<file path="config.mk">
export PLATFORM = sky130hd
export DESIGN_NAME = aes_front
export DESIGN_NICKNAME = d
export VERILOG_FILES = /design/src/design/aes_pkg.sv /design/src/design/aes_front.sv
export SDC_FILE = /design/constraint.sdc
export NUM_CORES = 1
export LEC_CHECK = 0
export ABC_AREA = 1
export BUFFER_PORTS_ARGS = -buffer_cell sky130_fd_sc_hd__buf_2
export CORE_ASPECT_RATIO = 1.5
export CORE_UTILIZATION = 30
export CTS_BUF_LIST = sky130_fd_sc_hd__clkbuf_16
export DETAILED_ROUTE_END_ITERATION = 6
export GPL_ROUTABILITY_DRIVEN = 0
export PLACE_DENSITY_LB_ADDON = 0.15
export REMOVE_ABC_BUFFERS = 1
export SETUP_SLACK_MARGIN = 0.4
export SLEW_MARGIN = 20
export SYNTH_ARGS = -nofsm -noshare
export SYNTH_HDL_FRONTEND = slang
export SYNTH_SLANG_ARGS = --single-unit
</file>
<file path="constraint.sdc">
create_clock -name clk_i -period 21.5 [get_ports clk_i]
set_input_delay 2.15 -clock clk_i [delete_from_list [all_inputs] [get_ports clk_i]]
set_output_delay 2.15 -clock clk_i [all_outputs]
set_load 0.01 [all_outputs]
</file>
<file path="src/design/aes_pkg.sv">
// Package: AES-128 constants, types and round functions.
`timescale 1ns / 1ps
package aes_pkg;
  localparam int NUM_ROUNDS = 10;
  localparam int KEY_WORDS = 4 * (NUM_ROUNDS + 1);
  localparam int KEY_ROW_W = $clog2(NUM_ROUNDS + 1);
  localparam int KEY_IDX_W = 6;
  localparam int RND_W = $clog2(NUM_ROUNDS + 1);
  localparam logic ACT_LOAD = 1'b0;
  localparam logic ACT_ENCRYPT = 1'b1;

  typedef struct packed {
    logic         action;
    logic [5:0]   key_index;
    logic [31:0]  key_word;
    logic [127:0] block;
  } aes_item_t;

  localparam logic [7:0] SBOX [256] = '{
    8'h63,8'h7c,8'h77,8'h7b,8'hf2,8'h6b,8'h6f,8'hc5,8'h30,8'h01,8'h67,8'h2b,8'hfe,8'hd7,8'hab,8'h76,
    8'hca,8'h82,8'hc9,8'h7d,8'hfa,8'h59,8'h47,8'hf0,8'had,8'hd4,8'ha2,8'haf,8'h9c,8'ha4,8'h72,8'hc0,
    8'hb7,8'hfd,8'h93,8'h26,8'h36,8'h3f,8'hf7,8'hcc,8'h34,8'ha5,8'he5,8'hf1,8'h71,8'hd8,8'h31,8'h15,
    8'h04,8'hc7,8'h23,8'hc3,8'h18,8'h96,8'h05,8'h9a,8'h07,8'h12,8'h80,8'he2,8'heb,8'h27,8'hb2,8'h75,
    8'h09,8'h83,8'h2c,8'h1a,8'h1b,8'h6e,8'h5a,8'ha0,8'h52,8'h3b,8'hd6,8'hb3,8'h29,8'he3,8'h2f,8'h84,
    8'h53,8'hd1,8'h00,8'hed,8'h20,8'hfc,8'hb1,8'h5b,8'h6a,8'hcb,8'hbe,8'h39,8'h4a,8'h4c,8'h58,8'hcf,
    8'hd0,8'hef,8'haa,8'hfb,8'h43,8'h4d,8'h33,8'h85,8'h45,8'hf9,8'h02,8'h7f,8'h50,8'h3c,8'h9f,8'ha8,
    8'h51,8'ha3,8'h40,8'h8f,8'h92,8'h9d,8'h38,8'hf5,8'hbc,8'hb6,8'hda,8'h21,8'h10,8'hff,8'hf3,8'hd2,
    8'hcd,8'h0c,8'h13,8'hec,8'h5f,8'h97,8'h44,8'h17,8'hc4,8'ha7,8'h7e,8'h3d,8'h64,8'h5d,8'h19,8'h73,
    8'h60,8'h81,8'h4f,8'hdc,8'h22,8'h2a,8'h90,8'h88,8'h46,8'hee,8'hb8,8'h14,8'hde,8'h5e,8'h0b,8'hdb,
    8'he0,8'h32,8'h3a,8'h0a,8'h49,8'h06,8'h24,8'h5c,8'hc2,8'hd3,8'hac,8'h62,8'h91,8'h95,8'he4,8'h79,
    8'he7,8'hc8,8'h37,8'h6d,8'h8d,8'hd5,8'h4e,8'ha9,8'h6c,8'h56,8'hf4,8'hea,8'h65,8'h7a,8'hae,8'h08,
    8'hba,8'h78,8'h25,8'h2e,8'h1c,8'ha6,8'hb4,8'hc6,8'he8,8'hdd,8'h74,8'h1f,8'h4b,8'hbd,8'h8b,8'h8a,
    8'h70,8'h3e,8'hb5,8'h66,8'h48,8'h03,8'hf6,8'h0e,8'h61,8'h35,8'h57,8'hb9,8'h86,8'hc1,8'h1d,8'h9e,
    8'he1,8'hf8,8'h98,8'h11,8'h69,8'hd9,8'h8e,8'h94,8'h9b,8'h1e,8'h87,8'he9,8'hce,8'h55,8'h28,8'hdf,
    8'h8c,8'ha1,8'h89,8'h0d,8'hbf,8'he6,8'h42,8'h68,8'h41,8'h99,8'h2d,8'h0f,8'hb0,8'h54,8'hbb,8'h16
  };

  function automatic logic [7:0] xtime(input logic [7:0] v);
    xtime = {v[6:0], 1'b0} ^ (v[7] ? 8'h1b : 8'h00);
  endfunction

  function automatic logic [31:0] mix_col(input logic [31:0] w);
    logic [7:0] b0, b1, b2, b3, a;
    b0 = w[7:0]; b1 = w[15:8]; b2 = w[23:16]; b3 = w[31:24];
    a = b0 ^ b1 ^ b2 ^ b3;
    mix_col = {b3 ^ a ^ xtime(b3 ^ b0), b2 ^ a ^ xtime(b2 ^ b3),
               b1 ^ a ^ xtime(b1 ^ b2), b0 ^ a ^ xtime(b0 ^ b1)};
  endfunction

  // SubBytes, ShiftRows and optional MixColumns; state column c at [32c+31:32c]
  function automatic logic [127:0] round_fn(input logic [127:0] s, input logic last);
    logic [127:0] t;
    logic [127:0] r;
    for (int c = 0; c < 4; c++) begin
      for (int k = 0; k < 4; k++) begin
        t[32*c+8*k +: 8] = SBOX[s[32*((c+k)%4)+8*k +: 8]];
      end
    end
    for (int c = 0; c < 4; c++) begin
      r[32*c +: 32] = last ? t[32*c +: 32] : mix_col(t[32*c +: 32]);
    end
    round_fn = r;
  endfunction
endpackage

</file>
<file path="src/design/aes_front.sv">
// Front end: input queue of two entries holding accepted items.
`timescale 1ns / 1ps
module aes_front (
  input  logic                 clk_i,
  input  logic                 rst_ni,
  input  logic                 in_valid_i,
  output logic                 in_ready_o,
  input  aes_pkg::aes_item_t   in_item_i,
  output logic                 q_valid_o,
  input  logic                 q_ready_i,
  output aes_pkg::aes_item_t   q_item_o
);
  aes_pkg::aes_item_t buf_q [2];
  logic [1:0] cnt_q, cnt_d;
  logic rd_q, wr_q;
  logic push, pop;

  assign in_ready_o = (cnt_q != 2'd2);
  assign q_valid_o = (cnt_q != 2'd0);
  assign q_item_o = buf_q[rd_q];
  assign push = in_valid_i && in_ready_o;
  assign pop = q_valid_o && q_ready_i;
  assign cnt_d = cnt_q + {1'b0, push} - {1'b0, pop};

  always_ff @(posedge clk_i or negedge rst_ni) begin
    if (!rst_ni) begin
      cnt_q <= '0;
      rd_q <= 1'b0;
      wr_q <= 1'b0;
    end else begin
      cnt_q <= cnt_d;
      if (push) wr_q <= ~wr_q;
      if (pop) rd_q <= ~rd_q;
    end
  end

  always_ff @(posedge clk_i) begin
    if (push) buf_q[wr_q] <= in_item_i;
  end

  a_cnt_max: assert property (@(posedge clk_i) disable iff (!rst_ni) cnt_q <= 2'd2)
    else $error("queue overflow");
  a_full_block: assert property (@(posedge clk_i) disable iff (!rst_ni)
    cnt_q == 2'd2 |-> !in_ready_o) else $error("accept when full");
  a_empty: assert property (@(posedge clk_i) disable iff (!rst_ni)
    cnt_q == 2'd0 |-> !q_valid_o) else $error("valid when empty");
endmodule

</file>
==> qor.csv <==
stage,metric,value,unit
run_status,status,"complete, no violations",
worst_setup_path,rr_startpoint,cnt_q[1],
placed_design,placed_area,14500,um2
pwr,power,2.17,mW
die,fp.dieW,168,um
clocking,clockRootBuffer,clkbuf_16,
worst_setup_path,r2r_cells,5,
pwr,peakVddDrop,0.0756,mV
timing,hold_viol_final,0,
worst_setup_path,path_class,reg2out,
grt,antenna_found_initial,6,
timing,fin_skew,8.42,ps
route,vias,7633,
die,die_h,251,um
worst_setup_path,cp_max_fo,85,
die,ioPinCount,340,
placed_design,io_buffers,339,
synth,synth_cell_type_count,11,
worst_setup_path,reg2reg_to,buf_q[1][119],
final_layout,nets,1423,
route,vias_per_cell,4.28,
die,die_area,42200,um2
route,ant_nets,0,
timing,maxSlewViolCount,0,
grt,grt_max_degree,101,
placed_design,post-place-ws,16510,ps
synth,synth_seq_cells,338,
timing,setup_tns,0,ps
synth,ys_top_cells_by_area,"edfxtp_1 (81%), nand2_1 (16%), buf_6 (1.3%)",
clocking,clock_path_buffers,3,
synth,yosysTopAreaCellShare,80.7,%
timing,tightest_slew,1040,ps
worst_setup_path,crit_path_start_kind,flip-flop,
grt,grt_pass1_wl,44400,um
synth,avgSynthCellArea,13.7,um2
worst_setup_path,crit_path_end,q_item_o[68],
die,coreArea,41000,um2
worst_setup_path,r2r_slack,18620,ps
route,initialDrtViolationCount,409,
final_layout,postLayoutCoreUtil,38.1,%
worst_setup_path,cp.required,19350,ps
pwr,total_leakage_power,6.68,nW
final_layout,syn2layout_area_growth,25.6,%
synth,ys_warn_count,0,
min_path,hold_class,reg2reg,
clocking,htree_levels,2,
die,initial_core_util,30.3,%
pwr,power_density,139,nW/um2
grt,overflow,0,
timing,final.setup.worst_slack,16170,ps
timing,rsz0062_at_grt,false,
route,avgRoutedWirePerCell,16.8,um
grt,first_global_vias,7528,
route,drcViolationCount,0,
clocking,cts_resized,0,
grt,grt_usage,14.0,%
synth,syn-cell-area,12400,um2
timing,timing.final.crit_share,24.8,%
worst_setup_path,startpoint,rd_q,
route,dr.pass1.iters,4,
min_path,min_path_cells,2,
worst_setup_path,end_kind,output port,
timing,finalCriticalPeriod,5330,ps
job,cap_violations,0,
die,num_rows,91,
final_layout,finalInstanceArea,15600,um2
clocking,path_clk_slew,60,ps
clocking,cts_sinks,338,
worst_setup_path,critPathArrivalTime,3180,ps
timing,maxSlewHeadroom,30.5,%
synth,synthCells,904,
clocking,numCtsBuffers,35,
final_layout,drive_above_1_share,31.3,%
timing,setup_viol,0,
clocking,post-cts-setup-buffer-count,0,
route,finalWirelength,30100,um
clocking,cts_hold_buf,0,
synth,ys_seq_area_share,81.5,%
synth,yosys.area.top_type,edfxtp_1,
clocking,clk_latency,510,ps
clocking,cts_tree,yes,
placed_design,hpwl,18700,um
timing,fmax,0.187,GHz
-- logic make-up after synthesis --
group / after synthesis / synth area share [%]
DFF: 338 / 81.5
adders and majority gates: 2 / 0.201
buffers and inverters: 46 / 2.59
and+or+nand+nor: 518 / 15.7
-- power by group --
part           switching (mW)  internal (mW)
Sequential             0.0403          0.900
Combinational           0.464          0.204
Clock                   0.242          0.322
Total                   0.746           1.43
-- synth_stat cells --
cell type / count
buf_2: 18
buf_4: 5
buf_6: 14
dfrtp_1: 4
edfxtp_1: 334
ha_1: 2
inv_1: 8
inv_4: 1
nand2_1: 514
nand3_1: 3
nor2_1: 1
-- critical path, cell delays in order (launching register included) --
cell and delay [ps]:
dfrtp_4 670, inv_6 550, buf_4 870, nand2_1 270
nand2_1 130, buf_2 140
-- registers in the layout, summed over array words and instances (netlist names) --
name / count
rd_q: 1
wr_q: 1
buf_q: 334
cnt_q: 2
-- area by class of cell --
cell class | instances | area, um2
diodes | 1 | 2.50
clock buffers | 37 | 926
clock inverters | 23 | 129
fillers | 4000 | 25400
inverters | 9 | 43.8
multi-input cells | 520 | 1980
flip-flops and latches | 338 | 10100
well taps | 511 | 639
repair buffers | 346 | 1750
-- cells in the final DEF, fill, tap and decap left out, drive strengths merged --
master	instances
ha	2
nand2	514
edfxtp	334
buf	346
nor2	1
inv	15
bufinv	1
nand3	3
diode	1
dfrtp	4
clkbuf	37
clkinv	16
-- worst min-delay path by stage --
stage	start	slack, ps	endpoint
finish	wr_q	470	wr_q
global route	wr_q	500	wr_q
CTS	wr_q	480	wr_q
detailed placement	wr_q	460	wr_q
global placement	wr_q	450	wr_q
floorplan	wr_q	440	wr_q
-- stage by stage --
| step | hold slack, ps | cells |
|---|---|---|
| after floorplan | 442 | 867 |
| after global placement | 454 | 1724 |
| after detailed placement | 461 | 1724 |
| after CTS | 476 | 1784 |
| after global routing | 496 | 1785 |
| final | 474 | 1785 |
-- routing by layer --
metal,share of wire [%],global-route usage (%),routed length (um)
met1,36,14.8,10900
met2,55,26.4,16700
met3,6.0,3.75,1810
met4,2.2,4.91,668
met5,0.22,0,67
Note: power is estimated with default switching activity, not from simulation.
